### src/hw/rtl/ihex_pkg.sv
// Shared types, constants and helpers for the HEX record decoder.
// Used by the front, queue, back and top modules under hw/rtl; has no dependencies of its own.
`default_nettype none

package ihex_pkg;

  // Element store sizing.
  localparam int MAX_ELEMENTS = 512;
  localparam int ROW_WIDTH    = 8;
  localparam int STORE_DEPTH  = 512;
  localparam int CAPACITY     = (MAX_ELEMENTS > STORE_DEPTH) ? STORE_DEPTH : MAX_ELEMENTS;
  localparam int HEADER_ELEMS = 7;

  localparam int BYTE_W       = 8;
  localparam int CHAR_IDX_W   = 11;
  localparam int POS_W        = 11;
  localparam int CNT_W        = $clog2(STORE_DEPTH + 1);
  localparam int LANE_W       = $clog2(ROW_WIDTH);
  localparam int ROW_ADDR_W   = $clog2(STORE_DEPTH / ROW_WIDTH);
  localparam int RAM_DEPTH    = 2 * (STORE_DEPTH / ROW_WIDTH);
  localparam int RAM_ADDR_W   = ROW_ADDR_W + 1;
  localparam int ROW_CNT_W    = 4;

  // Segment arithmetic.
  localparam int SEG_W        = 20;
  localparam int ADDR_SUM_W   = 21;
  localparam logic [BYTE_W-1:0] SEG_TYPE = 8'd2;

  // Descriptor queue between front and back.
  localparam int QUEUE_DEPTH  = 2;
  localparam int QPTR_W       = $clog2(QUEUE_DEPTH);
  localparam int QCNT_W       = $clog2(QUEUE_DEPTH + 1);

  localparam logic [CHAR_IDX_W-1:0] CHAR_IDX_MAX = {CHAR_IDX_W{1'b1}};

  typedef struct packed {
    logic [7:0] char_code;
    logic       end_of_line;
  } in_item_t;

  typedef struct packed {
    logic [7:0] elem0;
    logic [7:0] elem1;
    logic [7:0] elem2;
    logic [7:0] elem3;
    logic [7:0] elem4;
    logic [7:0] elem5;
    logic [7:0] elem6;
    logic [7:0] elem7;
    logic [3:0] row_count;
    logic       last_row;
    logic       bad_length;
  } out_item_t;

  typedef logic [ROW_WIDTH-1:0][BYTE_W-1:0] row_t;
  localparam int ROW_BITS = $bits(row_t);

  // One finished line, as handed from front to back.
  typedef struct packed {
    logic                  bad;
    logic [CNT_W-1:0]      cnt;
    logic                  bank;
    logic                  adj_en;
    logic [ADDR_SUM_W-1:0] adj;
  } desc_t;

  // Row write into the element RAM.
  typedef struct packed {
    logic                  en;
    logic [RAM_ADDR_W-1:0] addr;
    row_t                  data;
  } ram_wr_t;

  typedef struct packed {
    logic       ok;
    logic [3:0] val;
  } hex_t;

  // Decode one ASCII hex digit; ok is low for anything else.
  function automatic hex_t hex_decode(input logic [7:0] c);
    hex_t       h;
    logic [7:0] d;
    h = '0;
    d = '0;
    if (c inside {[8'h30:8'h39]}) begin
      d = c - 8'h30;
      h.ok = 1'b1;
    end else if (c inside {[8'h41:8'h46]}) begin
      d = c - 8'h37;
      h.ok = 1'b1;
    end else if (c inside {[8'h61:8'h66]}) begin
      d = c - 8'h57;
      h.ok = 1'b1;
    end
    h.val = d[3:0];
    return h;
  endfunction

endpackage

`default_nettype wire

### src/hw/rtl/ihex_queue.sv
// Two-entry descriptor queue between the front and back ends.
// Depends on ihex_pkg.
`default_nettype none

module ihex_queue (
  input  wire logic                        clk,
  input  wire logic                        rst_n,
  input  wire logic                        push,
  input  wire ihex_pkg::desc_t             push_desc,
  input  wire logic                        pop,
  output      logic                        valid,
  output      ihex_pkg::desc_t             head,
  output      logic [ihex_pkg::QCNT_W-1:0] count
);

  ihex_pkg::desc_t             ent_r [ihex_pkg::QUEUE_DEPTH];
  logic [ihex_pkg::QPTR_W-1:0] wr_ptr_r;
  logic [ihex_pkg::QPTR_W-1:0] rd_ptr_r;
  logic [ihex_pkg::QCNT_W-1:0] count_r;
  logic                        do_pop;

  assign valid  = (count_r != '0);
  assign head   = ent_r[rd_ptr_r];
  assign count  = count_r;
  assign do_pop = pop & valid;

  // Pointers and occupancy; the front never pushes into a full queue.
  always_ff @(posedge clk) begin
    if (!rst_n) begin
      wr_ptr_r <= '0;
      rd_ptr_r <= '0;
      count_r  <= '0;
    end else begin
      if (push) begin
        wr_ptr_r <= wr_ptr_r + ihex_pkg::QPTR_W'(1);
      end
      if (do_pop) begin
        rd_ptr_r <= rd_ptr_r + ihex_pkg::QPTR_W'(1);
      end
      if (push && !do_pop) begin
        count_r <= count_r + ihex_pkg::QCNT_W'(1);
      end else if (!push && do_pop) begin
        count_r <= count_r - ihex_pkg::QCNT_W'(1);
      end
    end
  end

  // Entry storage.
  always_ff @(posedge clk) begin
    if (push) begin
      ent_r[wr_ptr_r] <= push_desc;
    end
  end

endmodule

`default_nettype wire

### config.mk
export PLATFORM = sky130hd
export DESIGN_NAME = ihex_queue
export DESIGN_NICKNAME = d
export VERILOG_FILES = /design/src/hw/rtl/ihex_pkg.sv /design/src/hw/rtl/ihex_queue.sv
export SDC_FILE = /design/constraint.sdc
export NUM_CORES = 1
export LEC_CHECK = 0
export ABC_AREA = 0
export CAP_MARGIN = 20
export CORE_MARGIN = 2
export CORE_UTILIZATION = 55
export DETAILED_ROUTE_END_ITERATION = 10
export DONT_BUFFER_PORTS = 1
export GPL_TIMING_DRIVEN = 0
export PLACE_DENSITY = 0.81
export SLEW_MARGIN = 30
export SYNTH_ARGS = -nofsm -noshare
export SYNTH_HDL_FRONTEND = slang
export SYNTH_SLANG_ARGS = --single-unit
export TNS_END_PERCENT = 50
### constraint.sdc
create_clock -name clk -period 2.4 [get_ports clk]
set_clock_uncertainty 0.15 [all_clocks]
set_input_delay 0.48 -clock clk [delete_from_list [all_inputs] [get_ports clk]]
set_output_delay 0.48 -clock clk [all_outputs]
set_load 0.005 [all_outputs]
==> results.py <==
metrics = {
    "yosys": {
        "syn_avg_cell_area_sq_um": 20.94,
        "postSynthNetCount": 166,
        "synth_cell_types": 15,
        "ys_seq_elements": 73,
        "synth_largest_area_cell": "edfxtp_1",
        "synth_cells": 127,
        "synthTopCellsByArea": "edfxtp_1 77%, mux2_2 14%, dfxtp_1 3.8%, and2_1 0.94%, buf_2 0.75%",
        "seq_area_frac_synth": 0.8056,
        "yosysTopAreaCellShare": 0.7680,
        "yosysWarnings": 0,
        "netlist_area_sq_mm": 0.002659,
    },
    "floorplan": {
        "die_y_um": 73.53,
        "die_w_um": 73.53,
        "initial_core_util": 0.5667,
        "die-area_sq_mm": 0.005407,
        "coreArea_sq_mm": 0.004692,
        "fp-row-count": 25,
        "ios": 75,
    },
    "clock_network": {
        "cts.sinks": 73,
        "cts-htree-levels": 3,
        "clkTransAtPathRegs_ns": 0.07,
        "root_buffer": "clkbuf_8",
        "post_cts_resized": 0,
        "worstSkewPairLatency_ns": 0.34,
        "cts_buffer_depth": 2,
        "cts_tree": "done",
        "cts_inserted_buffers": 9,
        "hold_buffers": 0,
        "post_cts_buffers": 0,
    },
    "worst_setup_path": {
        "crit_arrival_ns": 1.51,
        "path_common_cell": "buf_2",
        "crit_end": "head[27]",
        "cpMaxStageDelayCell": "mux2_2",
        "critical_path_buf_inv_count": 2,
        "path_max_fanout": 10,
        "crit_path_max_incr_delay_ns": 0.40,
        "critical_path_depth": 3,
        "r2r_slack_ns": 0.73,
        "cp-end-kind": "output pin",
        "r2r_cells": 4,
        "cp_cell_sequence": "buf_2, buf_2, mux2_2",
        "rr_endpoint": "count[1]$_SDFFE_PN0P_",
        "critical_path_required_ns": 1.77,
        "critical_path_class": "flop to output pin",
        "crit_family": "buffers and inverters",
        "worstSetupStartpointType": "flop",
        "regToRegStartpoint": "count[0]$_SDFFE_PN0P_",
    },
    "timing": {
        "max_freq_mhz": 467.0,
        "finalHoldViolCount": 0,
        "worstMarginPinSlew_ns": 0.5680,
        "fin_crit_sh": 0.8921,
        "drv_slew": 0,
        "period_minus_slack_ns": 2.141,
        "relSlewSlack": 0.6205,
        "holdWs_ns": 0.08136,
        "fin_setup_tns_ns": 0,
        "rsz0062_at_grt": "false",
        "setup_viol": 0,
    },
    "grt": {
        "grt_max_degree": 20,
        "antenna_found_initial": 0,
        "grt_pass1_wl_um": 5775,
        "grt_usage": 0.1604,
        "first_global_vias": 1184,
        "overflow": 0,
    },
    "power_and_ir_drop": {
        "p_leak_nw": 0.9726,
        "power.density_mw_per_mm2": 956.9,
        "peakVddDrop_uv": 468.3,
    },
    "hold_path": {
        "hold_path_class": "input port to flop",
    },
    "finish": {
        "final_nets": 179,
        "drive_gt1_frac": 0.3681,
        "fin_area_sq_mm": 0.002940,
        "fin_cells": 198,
        "layout_commonest_cell": "edfxtp_1",
        "fill_cells": 317,
        "area_growth_pct": 10.59,
        "layout_common_cells": "68 x edfxtp_1, 34 x mux2_2, 9 x clkbuf_8",
        "diodes": 0,
    },
    "run_status": {
        "outcome": "complete, no violations",
    },
    "placed_design": {
        "numPlacedInstances": 183,
        "post_dp_cell_area_sq_mm": 0.002790,
        "place_congestion": 0.7056,
        "place.detailed.hpwl_um": 2815,
        "port-buffer-count": 0,
    },
    "routing": {
        "via_per_inst": 5.621,
        "wl_per_cell_um": 20.63,
        "drc": 0,
        "vias": 1113,
        "firstDrtPassIters": 4,
        "drt_wl_total_um": 4084,
        "drt_iter0_drc": 39,
        "ant_nets": 0,
    },
    "flow_run": {
        "max-cap-violations": 0,
    },
}
==> layout make-up <==
cell class              instances  area [sq um]  area share
flip-flops and latches         73          2142      0.7285
well taps                      54         67.56     0.02298
clock inverters                 6         26.28    0.008936
multi-input cells              50         505.5      0.1719
clock buffers                   9         123.9     0.04213
repair buffers                  2         55.05     0.01872
plain buffers                   4         20.02    0.006809
==> per-stage QoR <==
step,setup WS (ns),power [W],util
after CTS,0.2122,0.002858,0.6267
after floorplan,0.4204,0.001985,-
after global placement,0.08320,0.002061,0.5816
after detailed placement,0.5939,0.002104,0.5947
final,0.2589,0.002813,0.6267
after global routing,0.1645,0.002946,0.6267
==> worst register-to-register path, cell delays in order (launching register included) <==
cell	delay [ns]
dfxtp_1	0.44
o21ai_1	0.13
ha_1	0.34
or3_1	0.37
a21boi_1	0.17
==> cells in the mapped netlist <==
master / count
and2_1: 4
mux2_2: 34
o21ai_1: 1
nor2b_1: 2
or2_2: 1
o21ai_0: 1
xnor2_1: 2
a21boi_1: 1
edfxtp_1: 68
ha_1: 1
xor2_1: 1
or3_1: 1
dfxtp_1: 5
o21a_1: 1
buf_2: 4
==> worst min path at each step <==
stage                          start                endpoint  slack, ns  depth (start not counted)
2_1_floorplan  count[1]$_SDFFE_PN0P_   count[1]$_SDFFE_PN0P_       0.34                          2
3_3_place_gp   count[1]$_SDFFE_PN0P_   count[1]$_SDFFE_PN0P_       0.36                          2
3_5_place_dp   count[1]$_SDFFE_PN0P_   count[1]$_SDFFE_PN0P_       0.42                          2
4_1_cts                push_desc[25]  ent_r[0][25]$_DFFE_PP_       0.06                          0
5_1_grt                 push_desc[4]   ent_r[1][4]$_DFFE_PP_       0.05                          0
6_report                push_desc[3]   ent_r[0][3]$_DFFE_PP_       0.08                          0
==> state kept, by name, summed over array words and instances, names as in the netlist, named ones only <==
| signal | flops |
|---|---|
| count | 2 |
| ent_r | 68 |
| rd_ptr_r | 1 |
| wr_ptr_r | 1 |
==> layer usage <==
metal	GRT usage	wire, um
met4	0.08485	96
met5	0	0
met2	0.2748	2236
met3	0.08779	315
met1	0.1517	1435
==> cells by family after synthesis <==
group,Yosys count,synth area share
adders and majority gates,1,0.004705
muxes,34,0.1440
DFF,73,0.8056
xor gates and xnor gates,3,0.009884
and+or+nand+nor,8,0.01882
buffers and inverters,4,0.007530
AOI/OAI and AO/OA,4,0.009410
==> report_power, final <==
part           internal [W]  switching (W)
logic              0.000274       0.000256
registers           0.00149      0.0000444
clock network      0.000351       0.000397
Note: power is estimated with default switching activity, not from simulation.
