`src/hw/rtl/ihex_pkg.sv`:
```
// Shared types, constants and helpers for the HEX record decoder.
// Used by the front, queue, back and top modules under hw/rtl; has no dependencies of its own.
`default_nettype none

package ihex_pkg;

  // Element store sizing.
  localparam int MAX_ELEMENTS = 512;
  localparam int ROW_WIDTH    = 8;
  localparam int STORE_DEPTH  = 512;
  localparam int CAPACITY     = (MAX_ELEMENTS > STORE_DEPTH) ? STORE_DEPTH : MAX_ELEMENTS;
  localparam int HEADER_ELEMS = 7;

  localparam int BYTE_W       = 8;
  localparam int CHAR_IDX_W   = 11;
  localparam int POS_W        = 11;
  localparam int CNT_W        = $clog2(STORE_DEPTH + 1);
  localparam int LANE_W       = $clog2(ROW_WIDTH);
  localparam int ROW_ADDR_W   = $clog2(STORE_DEPTH / ROW_WIDTH);
  localparam int RAM_DEPTH    = 2 * (STORE_DEPTH / ROW_WIDTH);
  localparam int RAM_ADDR_W   = ROW_ADDR_W + 1;
  localparam int ROW_CNT_W    = 4;

  // Segment arithmetic.
  localparam int SEG_W        = 20;
  localparam int ADDR_SUM_W   = 21;
  localparam logic [BYTE_W-1:0] SEG_TYPE = 8'd2;

  // Descriptor queue between front and back.
  localparam int QUEUE_DEPTH  = 2;
  localparam int QPTR_W       = $clog2(QUEUE_DEPTH);
  localparam int QCNT_W       = $clog2(QUEUE_DEPTH + 1);

  localparam logic [CHAR_IDX_W-1:0] CHAR_IDX_MAX = {CHAR_IDX_W{1'b1}};

  typedef struct packed {
    logic [7:0] char_code;
    logic       end_of_line;
  } in_item_t;

  typedef struct packed {
    logic [7:0] elem0;
    logic [7:0] elem1;
    logic [7:0] elem2;
    logic [7:0] elem3;
    logic [7:0] elem4;
    logic [7:0] elem5;
    logic [7:0] elem6;
    logic [7:0] elem7;
    logic [3:0] row_count;
    logic       last_row;
    logic       bad_length;
  } out_item_t;

  typedef logic [ROW_WIDTH-1:0][BYTE_W-1:0] row_t;
  localparam int ROW_BITS = $bits(row_t);

  // One finished line, as handed from front to back.
  typedef struct packed {
    logic                  bad;
    logic [CNT_W-1:0]      cnt;
    logic                  bank;
    logic                  adj_en;
    logic [ADDR_SUM_W-1:0] adj;
  } desc_t;

  // Row write into the element RAM.
  typedef struct packed {
    logic                  en;
    logic [RAM_ADDR_W-1:0] addr;
    row_t                  data;
  } ram_wr_t;

  typedef struct packed {
    logic       ok;
    logic [3:0] val;
  } hex_t;

  // Decode one ASCII hex digit; ok is low for anything else.
  function automatic hex_t hex_decode(input logic [7:0] c);
    hex_t       h;
    logic [7:0] d;
    h = '0;
    d = '0;
    if (c inside {[8'h30:8'h39]}) begin
      d = c - 8'h30;
      h.ok = 1'b1;
    end else if (c inside {[8'h41:8'h46]}) begin
      d = c - 8'h37;
      h.ok = 1'b1;
    end else if (c inside {[8'h61:8'h66]}) begin
      d = c - 8'h57;
      h.ok = 1'b1;
    end
    h.val = d[3:0];
    return h;
  endfunction

endpackage

`default_nettype wire

```
`src/hw/rtl/ihex_back.sv`:
```
// Back end: walks each line descriptor, reads element rows from RAM and
// emits result rows through an output register. Depends on ihex_pkg.
`default_nettype none

module ihex_back (
  input  wire logic                            clk,
  input  wire logic                            rst_n,
  input  wire logic                            q_valid,
  input  wire ihex_pkg::desc_t                 q_head,
  output      logic                            q_pop,
  output      logic                            ram_re,
  output      logic [ihex_pkg::RAM_ADDR_W-1:0] ram_raddr,
  input  wire ihex_pkg::row_t                  ram_rdata,
  output      logic                            out_empty,
  input  wire logic                            out_pop,
  output      ihex_pkg::out_item_t             out_item
);

  localparam logic ST_ISSUE = 1'b0;
  localparam logic ST_LOAD  = 1'b1;

  logic                            state_r;
  logic [ihex_pkg::ROW_ADDR_W-1:0] row_r;
  logic                            out_v_r;
  ihex_pkg::out_item_t             out_r;
  ihex_pkg::out_item_t             out_nxt;

  logic [ihex_pkg::CNT_W-1:0]      n;
  logic [ihex_pkg::CNT_W-1:0]      n_m1;
  logic                            is_last;
  logic [ihex_pkg::ROW_CNT_W-1:0]  row_cnt;
  ihex_pkg::row_t                  lanes;
  logic [ihex_pkg::CNT_W-1:0]      idx;
  logic                            issue;
  logic                            load;

  assign out_empty = ~out_v_r;
  assign out_item  = out_r;

  // A row read is issued only when the output register will be free next cycle.
  assign issue     = (state_r == ST_ISSUE) & q_valid & (~out_v_r | out_pop);
  assign load      = (state_r == ST_LOAD);
  assign ram_re    = issue;
  assign ram_raddr = {q_head.bank, row_r};
  assign q_pop     = load & (q_head.bad | is_last);

  // Row bookkeeping: a record has at least the seven header elements.
  always_comb begin
    n       = (q_head.cnt < ihex_pkg::CNT_W'(ihex_pkg::HEADER_ELEMS)) ?
              ihex_pkg::CNT_W'(ihex_pkg::HEADER_ELEMS) : q_head.cnt;
    n_m1    = n - ihex_pkg::CNT_W'(1);
    is_last = (row_r == n_m1[ihex_pkg::LANE_W +: ihex_pkg::ROW_ADDR_W]);
    if (is_last && n[ihex_pkg::LANE_W-1:0] != '0) begin
      row_cnt = ihex_pkg::ROW_CNT_W'(n[ihex_pkg::LANE_W-1:0]);
    end else begin
      row_cnt = ihex_pkg::ROW_CNT_W'(ihex_pkg::ROW_WIDTH);
    end
  end

  // Lane masking and the segment-adjusted address in the first row.
  always_comb begin
    idx = '0;
    for (int i = 0; i < ihex_pkg::ROW_WIDTH; i++) begin
      idx = ihex_pkg::CNT_W'({row_r, ihex_pkg::LANE_W'(i)});
      if (ihex_pkg::ROW_CNT_W'(i) < row_cnt && idx < q_head.cnt) begin
        lanes[i] = ram_rdata[i];
      end else begin
        lanes[i] = 8'd0;
      end
    end
    if (row_r == '0 && q_head.adj_en) begin
      lanes[2] = 8'd0;
      lanes[3] = 8'(q_head.adj[ihex_pkg::ADDR_SUM_W-1:16]);
      lanes[4] = q_head.adj[15:8];
      lanes[5] = q_head.adj[7:0];
    end
  end

  // Result row, or the single error result.
  always_comb begin
    if (q_head.bad) begin
      out_nxt            = '0;
      out_nxt.last_row   = 1'b1;
      out_nxt.bad_length = 1'b1;
    end else begin
      out_nxt.elem0      = lanes[0];
      out_nxt.elem1      = lanes[1];
      out_nxt.elem2      = lanes[2];
      out_nxt.elem3      = lanes[3];
      out_nxt.elem4      = lanes[4];
      out_nxt.elem5      = lanes[5];
      out_nxt.elem6      = lanes[6];
      out_nxt.elem7      = lanes[7];
      out_nxt.row_count  = row_cnt;
      out_nxt.last_row   = is_last;
      out_nxt.bad_length = 1'b0;
    end
  end

  // Sequencer and output valid.
  always_ff @(posedge clk) begin
    if (!rst_n) begin
      state_r <= ST_ISSUE;
      row_r   <= '0;
      out_v_r <= 1'b0;
    end else begin
      case (state_r)
        ST_ISSUE: begin
          if (issue) begin
            state_r <= ST_LOAD;
          end
        end
        ST_LOAD: begin
          state_r <= ST_ISSUE;
          if (q_head.bad || is_last) begin
            row_r <= '0;
          end else begin
            row_r <= row_r + ihex_pkg::ROW_ADDR_W'(1);
          end
        end
        default: begin
          state_r <= ST_ISSUE;
        end
      endcase
      if (load) begin
        out_v_r <= 1'b1;
      end else if (out_pop) begin
        out_v_r <= 1'b0;
      end
    end
  end

  // Output payload register.
  always_ff @(posedge clk) begin
    if (load) begin
      out_r <= out_nxt;
    end
  end

endmodule

`default_nettype wire

```
`config.mk`:
```
export PLATFORM = sky130hd
export DESIGN_NAME = ihex_back
export DESIGN_NICKNAME = d
export VERILOG_FILES = /design/src/hw/rtl/ihex_pkg.sv /design/src/hw/rtl/ihex_back.sv
export SDC_FILE = /design/constraint.sdc
export NUM_CORES = 1
export LEC_CHECK = 0
export BUFFER_PORTS_ARGS = -buffer_cell sky130_fd_sc_hd__buf_2
export CORE_MARGIN = 2
export CORE_UTILIZATION = 43
export CTS_BUF_LIST = sky130_fd_sc_hd__clkbuf_8
export CTS_CLUSTER_SIZE = 10
export DETAILED_ROUTE_END_ITERATION = 8
export HOLD_SLACK_MARGIN = 0.06
export PLACE_DENSITY = 0.76
export SYNTH_ARGS = -nofsm -noshare
export SYNTH_HDL_FRONTEND = slang
export SYNTH_SLANG_ARGS = --single-unit
```
`constraint.sdc`:
```
create_clock -name clk -period 2.82 [get_ports clk]
set_input_delay 0.423 -clock clk [delete_from_list [all_inputs] [get_ports clk]]
set_output_delay 0.423 -clock clk [all_outputs]
set_load 0.01 [all_outputs]
```
==> flow_summary.yaml <==
clocking:
  cts_inserted_buffers: 9
  clk_pin_slew_ns: 0.08
  clockRootBuffer: "clkbuf_8"
  cts_hold_buf: 0
  cts_tree: "built"
  clkLatencyLatePin_ns: 0.35
  clk_path_buf_depth: 2
  numClockSinks: 78
  htreeDepth: 3
global_route:
  grt_pass1_vias: 3133
  antenna_found_initial: 0
  grt_overflow: 0
  grt_max_degree: 48
  grt_use_total_pct: 20.1
  grt_pass1_wl_um: 15200
finish:
  nFillCells: 723
  n_antenna_cell: 0
  drive_above_1_share_pct: 47.8
  fin_nets: 604
  final_common_cell: "buf_2"
  area_growth_pct: 37.8
  design_area_um2: 5080
  final_cell_mix: "buf_2 (179), edfxtp_1 (70), and2_1 (44)"
floorplanning:
  io_pins: 182
  rows: 33
  die_area_um2: 9330
  coreArea_um2: 8260
  initial_core_util_pct: 44.7
  die_w_um: 96.6
  die_y_um: 96.6
synth:
  synth_cell_types: 49
  syn-cell-area_um2: 3690
  synth-edff-count: 70
  yosys_warnings: 0
  syn-mean-instance-area_um2: 12.9
  ys_seq_area_share_pct: 61.3
  ys_async_sr_fraction_pct: 0
  synth_cells: 287
  synth-seq-cells: 78
  ys.flop_type: "edfxtp_1"
  syn_nets: 398
drt:
  top_layer: "met4"
  vias: 3131
  wl_met1_um: 3660
  ant_nets: 0
  met3_length_um: 713
  drc_errors: 0
  via_per_inst: 5.19
  routed_wl_um: 9460
  wl_met2_um: 4780
  drt_iter0_drc: 168
  first_pass_iters: 4
  wl_per_cell_um: 15.7
timing:
  setup_violations: 0
  max_freq_ghz: 0.363
  maxSlewHeadroom_pct: 60.3
  fin_setup_tns_ns: 0
  hold_viol: 0
  finalCritPeriodShare_pct: 97.8
  slew_viol_final: 0
  rsz0062_at_grt: "false"
  tightest_slew_ns: 0.595
  min_period_ns: 2.76
  skew_ns: 0.00946
setup_path:
  crit_end: "q_pop"
  setup.reg_to_reg.worst_slack_ns: 0.25
  crit_arrival_ns: 2.34
  path_class: "primary input to primary output"
  crit_path_start: "q_head[25]"
  startpoint_type: "primary input"
  reg2reg_depth: 9
  crit_path_end_kind: "primary output"
  critPathMaxFanout: 6
  reg2reg_to: "out_item[25]"
  cp.required_ns: 2.40
  reg2reg_from: "row_r[1]"
pwr:
  ir_drop_mv: 0.278
  power_density_nw_per_um2: 480
  p_leak_nw: 2.23
worst_hold_path:
  hold_path_class: "primary input to flip-flop"
  worstHoldStart: "q_valid"
outcome:
  outcome: "finished clean"
flow_run:
  max-cap-violations: 0
place:
  dpl_cell_area_um2: 4880
  hpwl_um: 7180
  gp_congestion: 0.942
  port_buffers: 179
## Yosys cell counts (4+ instances only)
cell / count / area (um2)
a21oi_1: 10 / 50.1
a32o_1: 16 / 160
nand3_1: 5 / 25.0
nand2_1: 7 / 26.3
nor2_1: 12 / 45.0
nor2b_1: 4 / 25.0
ha_1: 9 / 113
o21a_1: 5 / 37.5
and3_1: 5 / 31.3
inv_1: 16 / 60.1
and2_1: 44 / 275
dfxtp_1: 8 / 160
nand4_1: 5 / 31.3
a22o_1: 5 / 43.8
nor3_1: 5 / 25.0
edfxtp_1: 70 / 2100
clkbuf_1: 9 / 33.8
## metal layers
layer / track usage, % / vias to the layer above
met5: 0 / -
met4: 10.1 / 0
met3: 4.77 / 24
met2: 34.6 / 150
met1: 23.4 / 1451
li1: - / 1506
## stage by stage
stage / setup slack [ns] / std cells / hold WS, ns / power (mW) / util (%)
after floorplan: 0.0213 / 287 / 0.502 / 1.52 / -
after global placement: -0.107 / 586 / 0.518 / 1.68 / 59.2
after detailed placement: -0.154 / 586 / 0.565 / 1.70 / 59.2
after CTS: 0.0809 / 603 / 0.306 / 2.46 / 61.5
after global routing: 0.000334 / 603 / 0.327 / 2.54 / 61.5
final: 0.0619 / 603 / 0.312 / 2.44 / 61.5
## where the power goes
group          switching (mW)  internal [mW]  leakage, nW
clock network           0.441          0.330       0.0906
logic                   0.166          0.161         1.41
registers              0.0222           1.32        0.735
## what timing repair did
item                       in CTS  in global routing
gates cloned                    0                  0
buffers inserted                1                  0
pin swaps                       1                  0
gates resized for setup         2                  1
setup endpoints to repair       1                  1
## critical path: stages
cell and delay [ns]:
buf_2 0.10, or3_1 0.49, o41ai_2 0.23, o21ai_1 0.11, a2111o_1 0.46, nor2_2 0.11
o21ai_0 0.08, buf_4 0.17, inv_1 0.04, buf_2 0.11
## cells by family after synthesis
family                     after synthesis  share of synthesized area, %
buffers and inverters                   28                          3.36
adders and majority gates                9                          3.05
xor gates and xnor gates                 6                          1.42
DFF                                     78                          61.3
and+or+nand+nor                        103                          16.1
AOI/OAI and AO/OA                       63                          14.7
## flip-flops by register name, summed over array words and instances, names as in the netlist
name,count
out_v_r,1
row_r,6
load,1
out_item,70
## cell type report
class / instances / area, um2 / share of cell area, %
inverter: 16 / 60.1 / 1.18
clock buffer: 9 / 124 / 2.44
timing repair buffer: 207 / 1120 / 22.0
sequential: 78 / 2270 / 44.6
clock inverter: 7 / 56.3 / 1.11
tap: 105 / 131 / 2.58
multi-input combinational: 181 / 1330 / 26.1
## worst min-delay path by stage
stage,cells after the start,slack (ns),to
after floorplan,2,0.50,out_v_r
after global placement,2,0.52,out_v_r
after detailed placement,2,0.56,out_v_r
after CTS,2,0.31,load
after global routing,2,0.33,load
final,2,0.31,load
(Power assumes the default switching activity.)
