--- src/hw/rtl/ihex_pkg.sv ---
// Shared types, constants and helpers for the HEX record decoder.
// Used by the front, queue, back and top modules under hw/rtl; has no dependencies of its own.
`default_nettype none

package ihex_pkg;

  // Element store sizing.
  localparam int MAX_ELEMENTS = 512;
  localparam int ROW_WIDTH    = 8;
  localparam int STORE_DEPTH  = 512;
  localparam int CAPACITY     = (MAX_ELEMENTS > STORE_DEPTH) ? STORE_DEPTH : MAX_ELEMENTS;
  localparam int HEADER_ELEMS = 7;

  localparam int BYTE_W       = 8;
  localparam int CHAR_IDX_W   = 11;
  localparam int POS_W        = 11;
  localparam int CNT_W        = $clog2(STORE_DEPTH + 1);
  localparam int LANE_W       = $clog2(ROW_WIDTH);
  localparam int ROW_ADDR_W   = $clog2(STORE_DEPTH / ROW_WIDTH);
  localparam int RAM_DEPTH    = 2 * (STORE_DEPTH / ROW_WIDTH);
  localparam int RAM_ADDR_W   = ROW_ADDR_W + 1;
  localparam int ROW_CNT_W    = 4;

  // Segment arithmetic.
  localparam int SEG_W        = 20;
  localparam int ADDR_SUM_W   = 21;
  localparam logic [BYTE_W-1:0] SEG_TYPE = 8'd2;

  // Descriptor queue between front and back.
  localparam int QUEUE_DEPTH  = 2;
  localparam int QPTR_W       = $clog2(QUEUE_DEPTH);
  localparam int QCNT_W       = $clog2(QUEUE_DEPTH + 1);

  localparam logic [CHAR_IDX_W-1:0] CHAR_IDX_MAX = {CHAR_IDX_W{1'b1}};

  typedef struct packed {
    logic [7:0] char_code;
    logic       end_of_line;
  } in_item_t;

  typedef struct packed {
    logic [7:0] elem0;
    logic [7:0] elem1;
    logic [7:0] elem2;
    logic [7:0] elem3;
    logic [7:0] elem4;
    logic [7:0] elem5;
    logic [7:0] elem6;
    logic [7:0] elem7;
    logic [3:0] row_count;
    logic       last_row;
    logic       bad_length;
  } out_item_t;

  typedef logic [ROW_WIDTH-1:0][BYTE_W-1:0] row_t;
  localparam int ROW_BITS = $bits(row_t);

  // One finished line, as handed from front to back.
  typedef struct packed {
    logic                  bad;
    logic [CNT_W-1:0]      cnt;
    logic                  bank;
    logic                  adj_en;
    logic [ADDR_SUM_W-1:0] adj;
  } desc_t;

  // Row write into the element RAM.
  typedef struct packed {
    logic                  en;
    logic [RAM_ADDR_W-1:0] addr;
    row_t                  data;
  } ram_wr_t;

  typedef struct packed {
    logic       ok;
    logic [3:0] val;
  } hex_t;

  // Decode one ASCII hex digit; ok is low for anything else.
  function automatic hex_t hex_decode(input logic [7:0] c);
    hex_t       h;
    logic [7:0] d;
    h = '0;
    d = '0;
    if (c inside {[8'h30:8'h39]}) begin
      d = c - 8'h30;
      h.ok = 1'b1;
    end else if (c inside {[8'h41:8'h46]}) begin
      d = c - 8'h37;
      h.ok = 1'b1;
    end else if (c inside {[8'h61:8'h66]}) begin
      d = c - 8'h57;
      h.ok = 1'b1;
    end
    h.val = d[3:0];
    return h;
  endfunction

endpackage

`default_nettype wire

--- src/hw/rtl/ihex_front.sv ---
// Front end: takes characters, pairs hex digits into bytes, packs rows into the
// element RAM and closes each line with a descriptor. Depends on ihex_pkg.
`default_nettype none

module ihex_front (
  input  wire logic                        clk,
  input  wire logic                        rst_n,
  input  wire logic                        in_push,
  output      logic                        in_full,
  input  wire ihex_pkg::in_item_t          in_item,
  input  wire logic [ihex_pkg::QCNT_W-1:0] q_count,
  output      logic                        q_push,
  output      ihex_pkg::desc_t             q_desc,
  output      ihex_pkg::ram_wr_t           ram_wr
);

  logic [ihex_pkg::CHAR_IDX_W-1:0] k_r;
  logic [3:0]                      hi_r;
  logic                            pbad_r;
  logic                            ovf_r;
  logic [ihex_pkg::CNT_W-1:0]      cnt_r;
  ihex_pkg::row_t                  row_r;
  ihex_pkg::row_t                  row_nxt;
  logic [7:0]                      h4_r, h5_r, h6_r, h7_r, h8_r;
  logic                            fin_r;
  logic                            fin_bad_r;
  logic [ihex_pkg::SEG_W-1:0]      seg_base_r;
  logic                            seg_act_r;
  logic                            bank_r;

  logic                            accept;
  ihex_pkg::hex_t                  hx;
  logic [7:0]                      byte_val;
  logic [7:0]                      wr_val;
  logic                            wr_any;
  logic                            hdr3;
  logic [ihex_pkg::POS_W-1:0]      pos;
  logic [ihex_pkg::POS_W-1:0]      last_pos;
  logic                            in_cap;
  logic                            do_wr;
  logic [ihex_pkg::LANE_W-1:0]     lane;
  logic [ihex_pkg::CNT_W-1:0]      cnt_m1;
  logic [7:0]                      e4, e5, e6, e7, e8;
  logic                            is_seg;
  logic [ihex_pkg::ADDR_SUM_W-1:0] addr_sum;

  // The front stalls while it closes a line or when both RAM banks are taken.
  assign in_full = fin_r | (q_count == ihex_pkg::QCNT_W'(ihex_pkg::QUEUE_DEPTH));
  assign accept  = in_push & ~in_full;

  // Character classification and element placement.
  always_comb begin
    hx       = ihex_pkg::hex_decode(in_item.char_code);
    byte_val = (pbad_r | ~hx.ok) ? 8'd0 : {hi_r, hx.val};
    wr_any   = 1'b0;
    hdr3     = 1'b0;
    pos      = '0;
    wr_val   = '0;
    if (k_r == '0) begin
      wr_any = 1'b1;
      wr_val = in_item.char_code;
    end else if (!k_r[0]) begin
      wr_any = 1'b1;
      wr_val = byte_val;
      if (k_r[ihex_pkg::CHAR_IDX_W-1:1] == 10'd1) begin
        hdr3 = 1'b1;
        pos  = ihex_pkg::POS_W'(1);
      end else begin
        pos = ihex_pkg::POS_W'(k_r[ihex_pkg::CHAR_IDX_W-1:1]) + ihex_pkg::POS_W'(2);
      end
    end
    last_pos = hdr3 ? ihex_pkg::POS_W'(3) : pos;
    in_cap   = last_pos < ihex_pkg::POS_W'(ihex_pkg::CAPACITY);
    do_wr    = accept & wr_any & in_cap;
    lane     = pos[ihex_pkg::LANE_W-1:0];
  end

  // Row assembly; the length byte also places the two zero pads.
  always_comb begin
    row_nxt = row_r;
    if (do_wr) begin
      row_nxt[lane] = wr_val;
      if (hdr3) begin
        row_nxt[2] = 8'd0;
        row_nxt[3] = 8'd0;
      end
    end
  end

  // A row goes to RAM when its last lane fills, or partly filled at line end.
  always_comb begin
    cnt_m1      = cnt_r - ihex_pkg::CNT_W'(1);
    ram_wr.en   = 1'b0;
    ram_wr.addr = {bank_r, pos[ihex_pkg::LANE_W +: ihex_pkg::ROW_ADDR_W]};
    ram_wr.data = row_nxt;
    if (do_wr && lane == ihex_pkg::LANE_W'(ihex_pkg::ROW_WIDTH - 1)) begin
      ram_wr.en = 1'b1;
    end else if (fin_r && !fin_bad_r && cnt_r[ihex_pkg::LANE_W-1:0] != '0) begin
      ram_wr.en   = 1'b1;
      ram_wr.addr = {bank_r, cnt_m1[ihex_pkg::LANE_W +: ihex_pkg::ROW_ADDR_W]};
      ram_wr.data = row_r;
    end
  end

  // Header fields for the segment logic; elements not yet stored read as zero.
  always_comb begin
    e4       = (cnt_r > ihex_pkg::CNT_W'(4)) ? h4_r : 8'd0;
    e5       = (cnt_r > ihex_pkg::CNT_W'(5)) ? h5_r : 8'd0;
    e6       = (cnt_r > ihex_pkg::CNT_W'(6)) ? h6_r : 8'd0;
    e7       = (cnt_r > ihex_pkg::CNT_W'(7)) ? h7_r : 8'd0;
    e8       = (cnt_r > ihex_pkg::CNT_W'(8)) ? h8_r : 8'd0;
    is_seg   = (e6 == ihex_pkg::SEG_TYPE);
    addr_sum = ihex_pkg::ADDR_SUM_W'({e4, e5}) + ihex_pkg::ADDR_SUM_W'(seg_base_r);
    q_push        = fin_r;
    q_desc.bad    = fin_bad_r;
    q_desc.cnt    = cnt_r;
    q_desc.bank   = bank_r;
    q_desc.adj_en = ~is_seg & seg_act_r;
    q_desc.adj    = addr_sum;
  end

  // Line control state.
  always_ff @(posedge clk) begin
    if (!rst_n) begin
      k_r        <= '0;
      hi_r       <= '0;
      pbad_r     <= 1'b0;
      ovf_r      <= 1'b0;
      cnt_r      <= '0;
      fin_r      <= 1'b0;
      fin_bad_r  <= 1'b0;
      seg_base_r <= '0;
      seg_act_r  <= 1'b0;
      bank_r     <= 1'b0;
    end else if (fin_r) begin
      fin_r  <= 1'b0;
      k_r    <= '0;
      hi_r   <= '0;
      pbad_r <= 1'b0;
      ovf_r  <= 1'b0;
      cnt_r  <= '0;
      bank_r <= ~bank_r;
      if (!fin_bad_r && is_seg) begin
        seg_base_r <= {e7, e8, 4'd0};
        seg_act_r  <= 1'b1;
      end
    end else if (accept) begin
      if (k_r != ihex_pkg::CHAR_IDX_MAX) begin
        k_r <= k_r + ihex_pkg::CHAR_IDX_W'(1);
      end
      if (k_r != '0 && k_r[0]) begin
        hi_r   <= hx.ok ? hx.val : 4'd0;
        pbad_r <= ~hx.ok;
      end
      if (wr_any) begin
        if (in_cap) begin
          cnt_r <= ihex_pkg::CNT_W'(last_pos + ihex_pkg::POS_W'(1));
        end else begin
          ovf_r <= 1'b1;
        end
      end
      if (in_item.end_of_line) begin
        fin_r     <= 1'b1;
        fin_bad_r <= k_r[0] | ovf_r | (wr_any & ~in_cap);
      end
    end
  end

  // Row assembly register and header copies.
  always_ff @(posedge clk) begin
    row_r <= row_nxt;
    if (do_wr) begin
      if (pos == ihex_pkg::POS_W'(4)) h4_r <= wr_val;
      if (pos == ihex_pkg::POS_W'(5)) h5_r <= wr_val;
      if (pos == ihex_pkg::POS_W'(6)) h6_r <= wr_val;
      if (pos == ihex_pkg::POS_W'(7)) h7_r <= wr_val;
      if (pos == ihex_pkg::POS_W'(8)) h8_r <= wr_val;
    end
  end

endmodule

`default_nettype wire

--- config.mk ---
export PLATFORM = sky130hd
export DESIGN_NAME = ihex_front
export DESIGN_NICKNAME = d
export VERILOG_FILES = /design/src/hw/rtl/ihex_pkg.sv /design/src/hw/rtl/ihex_front.sv
export SDC_FILE = /design/constraint.sdc
export NUM_CORES = 1
export LEC_CHECK = 0
export BUFFER_PORTS_ARGS = -buffer_cell sky130_fd_sc_hd__buf_2
export CAP_MARGIN = 0
export CORE_MARGIN = 2
export CORE_UTILIZATION = 45
export DETAILED_ROUTE_END_ITERATION = 6
export PLACE_DENSITY = 0.65
export SETUP_SLACK_MARGIN = 0.2
export SYNTH_ARGS = -nofsm -noshare
export SYNTH_HDL_FRONTEND = slang
export SYNTH_SLANG_ARGS = --single-unit
--- constraint.sdc ---
create_clock -name clk -period 6.17 [get_ports clk]
set_input_delay 0.3085 -clock clk [delete_from_list [all_inputs] [get_ports clk]]
set_output_delay 0.3085 -clock clk [all_outputs]
set_load 0.01 [all_outputs]
==> results of run 1 <==
==> worst min-delay path by stage <==
stage	start	slack, ns	to	depth (start not counted)
final	in_item[0]	0.18	q_push$_SDFF_PP0_	2
after global routing	in_item[0]	0.17	q_push$_SDFF_PP0_	2
after CTS	in_item[0]	0.16	q_push$_SDFF_PP0_	2
after detailed placement	seg_act_r$_SDFFE_PN0P_	0.46	seg_act_r$_SDFFE_PN0P_	1
after global placement	seg_act_r$_SDFFE_PN0P_	0.44	seg_act_r$_SDFFE_PN0P_	1
after floorplan	seg_act_r$_SDFFE_PN0P_	0.43	seg_act_r$_SDFFE_PN0P_	1
==> synthesized netlist by cell type (all sizes together), types with 9 or more instances <==
cell	instances	area (um2)
inv	20	75.1
a211oi	10	75.1
buf	28	200
edfxtp	40	1200
a21oi	46	234
xor2	11	96.3
mux2	97	1130
xnor2	19	166
nor4	11	90.1
nand2	54	205
dfxtp	111	2220
nand4	17	106
nand3	37	190
o211ai	13	97.6
or2	9	56.3
o21ai	31	155
nor3	21	116
a21boi	18	135
nor2	45	169
clkbuf	24	90.1
nand2b	10	62.6
ha	20	250
nor2b	9	56.3
and2	28	175
==> area by class of cell <==
cell class | count | area [um2] | area share, %
Multi-Input combinational cell | 593 | 4350 | 46.4
Sequential cell | 151 | 3420 | 36.5
Clock inverter | 15 | 165 | 1.76
Inverter | 20 | 75.1 | 0.801
Tap cell | 229 | 287 | 3.06
Clock buffer | 17 | 425 | 4.54
Timing Repair Buffer | 126 | 643 | 6.87
==> worst max-delay path, delay by kind of cell, from the launching register on <==
kind	cells	cell delay, ns
buffers and inverters	2	0.31
adder cells (fa/ha/maj)	1	0.25
AND/OR/NAND/NOR	3	2.01
multiplexers	1	0.58
AO/OA/AOI/OAI	1	0.25
flip-flops	1	0.66
==> where the power goes <==
| group | internal [mW] | switching, mW |
|---|---|---|
| Sequential | 1.08 | 0.0241 |
| Clock | 0.605 | 0.437 |
| Combinational | 0.138 | 0.200 |
| Total | 1.82 | 0.661 |
==> state kept, by name, indices dropped and copies added, names as in the netlist, 10 cells and up <==
| name | flops |
|---|---|
| cnt_r | 10 |
| k_r | 11 |
| row_r | 64 |
| seg_base_r | 16 |
==> through the flow <==
step	util, %	instance area [um2]	hold slack, ns	setup slack [ns]	std cells
3_3_place_gp	49.2	8780	0.440	1.90	1119
6_report	52.5	9370	0.176	1.37	1151
5_1_grt	52.5	9370	0.171	1.15	1151
2_1_floorplan	-	8130	0.433	2.48	816
3_5_place_dp	49.2	8780	0.457	1.73	1119
4_1_cts	52.5	9370	0.156	1.42	1151
==> cell families (layout without fill, tap and decap cells) <==
| family | count (synthesis) | count (layout) | synth area share (%) |
|---|---|---|---|
| XOR/XNOR | 30 | 30 | 3.23 |
| adder cells (fa/ha/maj) | 21 | 21 | 3.32 |
| flip-flops | 151 | 151 | 42.1 |
| buffers and inverters | 72 | 178 | 4.49 |
| multiplexers | 99 | 99 | 14.1 |
| AO/OA/AOI/OAI | 168 | 168 | 14.1 |
| AND/OR/NAND/NOR | 275 | 275 | 18.6 |
==> routing by layer <==
| metal | part of all wire, % | track usage [%] | vias to the layer above |
|---|---|---|---|
| met5 | 0 | 0 | - |
| met4 | 1.4 | 5.80 | 0 |
| met3 | 6.1 | 5.33 | 19 |
| met2 | 43 | 30.1 | 176 |
| met1 | 50 | 28.8 | 3021 |
| li1 | - | - | 3211 |
==> key figures, run 1 <==
Die
  – Width of the die: around 140 um
  – Top-level I/O count: around 120
  – Vertical die dimension: 138 um
  – Die Footprint: 0.0192 mm2
  – Std-Cell Rows: 49
  – Core ar.: around 0.018 mm2
  – Initial cell density of the core: 45.6%

Yosys
  – Total of flip-flops plus latches after synthesis: 151
  – Synthesized area divided by synthesized cell count: between 9 and 10 um2
  – Fraction of synthesis flops using an asynchronous set or reset pin: 0%
  – Syn Nets: 851
  – Primary FF master, synth: dfxtp_1
  – Yosys warnings: 0
  – Number of unique standard cell types used by synthesis: 77
  – Post-synth EDFFs: 40
  – Area of the mapped netlist: 0.00813 mm2
  – Gate Count Post-Synth: 816
  – Post-synthesis sequential area ratio: a little over two fifths

Clock tree
  – Clock insertion delay at the later pin of the skew report: 0.42 ns
  – Largest buffer count on any clock path: 2
  – PostCTS Resize Cnt: 0
  – CTS Buf Count: 17
  – CTS tree: done
  – Root buffer cell: clkbuf_16
  – Clock edge transition at the registers on the reported setup and hold paths: 0.06 ns
  – Post-CTS Setup Inserts: 0
  – Hold Buf Count CTS: 0
  – H-Tree Level Count: 4
  – Clock sinks: 151

Cells and area
  – Commonest cells after routing, fill and taps aside: buf_2, dfxtp_1, mux2_2
  – Antenna cells: 0
  – Relative area change from synthesis to final layout: 15.2%
  – Final-layout fill cell count: 1,662
  – Fraction of final layout cells sized beyond drive strength 1: 29.5%
  – Final #Nets: roughly 940
  – Most common cell after layout, fill and taps aside: buf_2

Power and ir drop
  – Total chip power: 2.48 mW
  – Power per cell area: 265 mW/mm2
  – Worst IR drop on VDD: 0.000189 V
  – Leakage dissipation: 3.93 nW

Routing
  – Antenna-violating nets left: 0
  – WL/cell: between 15 and 20 um
  – Total wire length after detailed routing: 19.5 mm
  – Residual DRC: 0
  – Per-cell via count in the routed design: 5.58
  – Routed vias: 6,427
  – Iter 0 DRT Violations: 378
  – Total iterations of the first detailed-routing run: 4

Setup path
  – WS Path Type: reg2out
  – Number of cell instances on the worst register-to-register path: 7
  – CP Launch Type: register
  – CP max stage delay: roughly 1.0 ns
  – Slowest CP cell: nand4_1
  – Worst setup path endpoint: ram_wr[49]
  – Arrival time at the worst endpoint: 4.49 ns
  – FF-to-FF setup slack: about 1.6 ns
  – CP Cell Sequence: inv_2 > ha_1 > and2_1 > o211a_1 > nor2_1 > nand4_1 > mux2_2 > buf_2
  – Peak fanout along the critical path: 17
  – Nature of the critical path endpoint: primary output
  – Beginning of the critical path: k_r[0]$_SDFFE_PP0P_
  – Reg-to-reg startpoint: k_r[0]$_SDFFE_PP0P_
  – Required time worst endpoint: between 5 and 6 ns
  – Critical register-to-register path endpoint: h6_r[4]$_DFFE_PP_

Global routing
  – Residual overflow from global routing: 0
  – Vias in the first global route: about 6.0k
  – Pin count of the biggest net entering global routing: 33
  – First-pass GRT wire length: 31.4 mm
  – GRT Resource Usage Total: 20.2%
  – Antenna violations before repair: 0

Place
  – Routability congestion estimate: between 0.8 and 0.9
  – Input/output buffers: 121
  – Detailed-placement wirelength estimate: 13.8 mm

Min path
  – Hold Path Class: in2reg

STA
  – Hold violation count in the final report: 0
  – Sum Neg Setup Slack: 0 ns
  – Highest attainable clock frequency: 208 MHz
  – Minimum clock period after layout: 4.80 ns
  – Part of the cycle the worst path needs: 77.8%
  – Rel. slew slack: 28.0%
  – Final setup violating endpoints: 0
  – Clock skew: between 0.01 and 0.015 ns
  – Transition time at the pin with the least slew margin: 1.08 ns
  – Setup repair after global routing missed its margin: false
  – Final-report max-slew violation count: 0

Run
  – # Max-Cap Violations: 0

Status
  – Outcome: finished clean
(Power assumes the default switching activity.)
==> inputs of run 2 (changes only) <==
clock period = 4.8 ns   (was 6.17 ns; I/O delays follow)
==> run 2 against run 1 <==
- via count grew 0.70%
- design area grew 0.72%
- register-to-register slack worse by 0.49 ns
- clock power grew 30%
- flip-flop and latch count stayed put
- sequential share of layout area shrank 0.26 points
- wire length rose by 1.2%
- sequential power grew 29%
- final cell count increased by 0.52%
- worst hold slack worse by 0.072 ns
- largest cell class unchanged
==> key figures, run 2 (same netlist as run 1, synthesis figures left out) <==
Clock tree
  – Clock sinks: 151 (unchanged)
  – Clock insertion delay at the later pin of the skew report: 0.43 ns (about the same)
  – Root buffer cell: clkbuf_16
  – Largest buffer count on any clock path: 2 (unchanged)
  – Clock edge transition at the registers on the reported setup and hold paths: 0.06 ns (about the same)
  – H-Tree Level Count: 4 (unchanged)
  – CTS Buf Count: 17 (unchanged)
  – CTS tree: done

Setup path
  – Slowest CP cell: or4_1
  – Reg-to-reg startpoint: k_r[2]$_SDFFE_PP0P_
  – Required time worst endpoint: 4.56 ns (-1.30 ns)
  – Beginning of the critical path: cnt_r[4]$_SDFFE_PP0P_
  – Number of cell instances on the worst register-to-register path: 7 (unchanged)
  – Peak fanout along the critical path: 8 (-9)
  – Buf/Inv on CP: 1 (-1)
  – Worst path depth: 12 (+4)
  – CP Launch Type: register
  – CP max stage delay: 0.60 ns (-0.43 ns)
  – Critical register-to-register path endpoint: h4_r[7]$_DFFE_PP_
  – Nature of the critical path endpoint: primary output
  – Kind of cell adding the most delay to the critical path: simple AND/OR/NAND/NOR gates
  – WS Path Type: reg2out
  – CP Cell Sequence: or4_1 > nor4_4 > nand2_2 > and2_1 > ha_1 > fa_1 > a211oi_2 > o211ai_1 > a21oi_2 > nor2_1 > o311ai_0 > buf_2
  – FF-to-FF setup slack: 1.15 ns (-0.49 ns)
  – Arrival time at the worst endpoint: 3.99 ns (-0.50 ns)
  – Worst setup path endpoint: q_desc[18]

Cells and area
  – Most common cell after layout, fill and taps aside: buf_2
  – Sequential cell area in the final layout: 0.00342 mm2 (unchanged)
  – Fraction of final layout cells sized beyond drive strength 1: 30.2% (+0.67 points)
  – Commonest cells after routing, fill and taps aside: buf_2, dfxtp_1, mux2_2
  – Biggest registers after layout: row_r x64, seg_base_r x16, k_r x11
  – Flip-flop count of the largest register, all copies and words added: 64 (unchanged)
  – Relative area change from synthesis to final layout: 16.0%
  – Register name with the most flops: row_r
  – Multi-input gate area: 0.00437 mm2 (+0.46%)
  – Final #Nets: 950 (+0.64%)
  – Final-layout fill cell count: 1,632 (-1.8%)
  – Antenna cells: 0 (unchanged)

Routing
  – Total wire length after detailed routing: 19.8 mm (+1.2%)
  – Residual DRC: 0 (unchanged)
  – Iter 0 DRT Violations: 374 (-1.1%)
  – Per-cell via count in the routed design: 5.59 (+0.18%)
  – WL/cell: 17.1 um (+0.71%)
  – Routed vias: 6,472 (+0.70%)
  – Antenna-violating nets left: 0 (unchanged)
  – Total iterations of the first detailed-routing run: 4 (unchanged)

Global routing
  – First-pass GRT wire length: 32.0 mm (+1.9%)
  – Grt peak-use layer: met2
  – Vias in the first global route: 6,019 (+1.1%)
  – Met1 layer usage reported by global route: 29.5% (+0.73 points)
  – Met2 track demand over resource: 30.7% (+0.55 points)
  – Met3 usage: 4.50% (-0.83 points)
  – GRT Resource Usage Total: 20.5% (+0.37 points)
  – Antenna violations before repair: 0 (unchanged)
  – Pin count of the biggest net entering global routing: 33 (unchanged)
  – Residual overflow from global routing: 0 (unchanged)

STA
  – Hold violation count in the final report: 0 (unchanged)
  – Rel. slew slack: 32.1% (+4.1 points)
  – Minimum clock period after layout: about 4.2 ns
  – Part of the cycle the worst path needs: 88.1%
  – Final-report max-slew violation count: 0 (unchanged)
  – Transition time at the pin with the least slew margin: 1.02 ns (-0.0594 ns)
  – Setup slack after layout: 0.572 ns (-0.797 ns)
  – Setup repair after global routing missed its margin: false
  – Final setup violating endpoints: 0 (unchanged)
  – Clock skew: 0.00827 ns (-0.00286 ns)
  – Highest attainable clock frequency: 237 MHz
  – Sum Neg Setup Slack: 0 ns (unchanged)

Die
  – Initial cell density of the core: 45.6% (unchanged)
  – Vertical die dimension: 138 um (unchanged)
  – Width of the die: 138 um (unchanged)
  – Core ar.: 0.0178 mm2 (unchanged)
  – Std-Cell Rows: 49 (unchanged)
  – Die Footprint: 0.0192 mm2 (unchanged)
  – Top-level I/O count: 122 (unchanged)

Power and ir drop
  – Leakage dissipation: 3.97 nW (+0.97%)
  – Clock network fraction of design power: 42.0% (about the same)
  – Sw Share: 26.7% (+0.11 points)
  – Power share of the sequential group: 44.3% (about the same)
  – Power per cell area: 340 mW/mm2 (+28%)
  – Internal power summed over all cells: 2.35 mW (+29%)
  – Worst IR drop on VDD: 0.000297 V (+57%)
  – Net switching power: 0.856 mW (+30%)
  – Combinational power share: 13.7% (about the same)

Place
  – Detailed-placement wirelength estimate: 14.0 mm (+1.2%)
  – Input/output buffers: 121 (unchanged)
  – Routability congestion estimate: 0.872 (-0.43%)
  – Post-Place Setup Slack: 0.728 ns (-0.997 ns)

Status
  – Outcome: finished clean

Min path
  – Hold Path Class: in2reg

Run
  – # Max-Cap Violations: 0 (unchanged)
[run 2: routing by layer]
metal / vias up / wire length [um]
met4: 0 / 313
li1: 3210 / -
met5: - / 0
met3: 24 / 1200
met1: 3056 / 9600
met2: 182 / 8650
[run 2: through the flow]
step | power, mW | instance area (um2) | std cells | utilization, % | hold WS, ns
2_1_floorplan | 1.74 | 8130 | 816 | - | 0.386
3_3_place_gp | 1.88 | 8820 | 1125 | 49.4 | 0.441
3_5_place_dp | 1.88 | 8820 | 1125 | 49.4 | 0.445
4_1_cts | 3.22 | 9410 | 1157 | 52.8 | 0.0902
5_1_grt | 3.33 | 9430 | 1157 | 52.9 | 0.114
6_report | 3.20 | 9430 | 1157 | 52.9 | 0.104
[run 2: timing repair]
action / 4_1_cts / 5_1_grt
setup endpoints to repair: 0 / 4
hold buffers: 0 / 0
buffers inserted: 0 / 0
gates resized for setup: 0 / 4
[run 2: worst register-to-register path, delay by kind of cell, from the launching register on]
family | cells | cell delay [ns]
compound gates | 1 | 0.29
buf+inv | 1 | 0.27
simple gates | 4 | 1.77
fa+ha+maj | 1 | 0.37
flops | 1 | 0.58
[run 2: cell type report]
type	instances	area share, %
inverter	20	0.796
multi-input combinational	593	46.3
sequential	151	36.3
tap	229	3.04
clock buffer	18	4.55
clock inverter	14	1.74
timing repair buffer	132	7.29
[run 2: worst min path at each step]
stage                                       from                endpoint  slack [ns]  cells after the start
after floorplan                       in_item[0]       q_push$_SDFF_PP0_        0.39                      1
after global placement    seg_act_r$_SDFFE_PN0P_  seg_act_r$_SDFFE_PN0P_        0.44                      1
after detailed placement  seg_act_r$_SDFFE_PN0P_  seg_act_r$_SDFFE_PN0P_        0.45                      1
after CTS                             in_item[0]       q_push$_SDFF_PP0_        0.09                      2
after global routing                  in_item[0]       q_push$_SDFF_PP0_        0.11                      2
final                                 in_item[0]       q_push$_SDFF_PP0_        0.10                      2
[run 2: power groups by stage]
stage	registers (mW)	clock network, mW	logic [mW]
2_1_floorplan	1.44	0	0.303
3_3_place_gp	1.44	0	0.434
3_5_place_dp	1.45	0	0.439
4_1_cts	1.42	1.36	0.441
5_1_grt	1.43	1.42	0.482
6_report	1.42	1.35	0.439
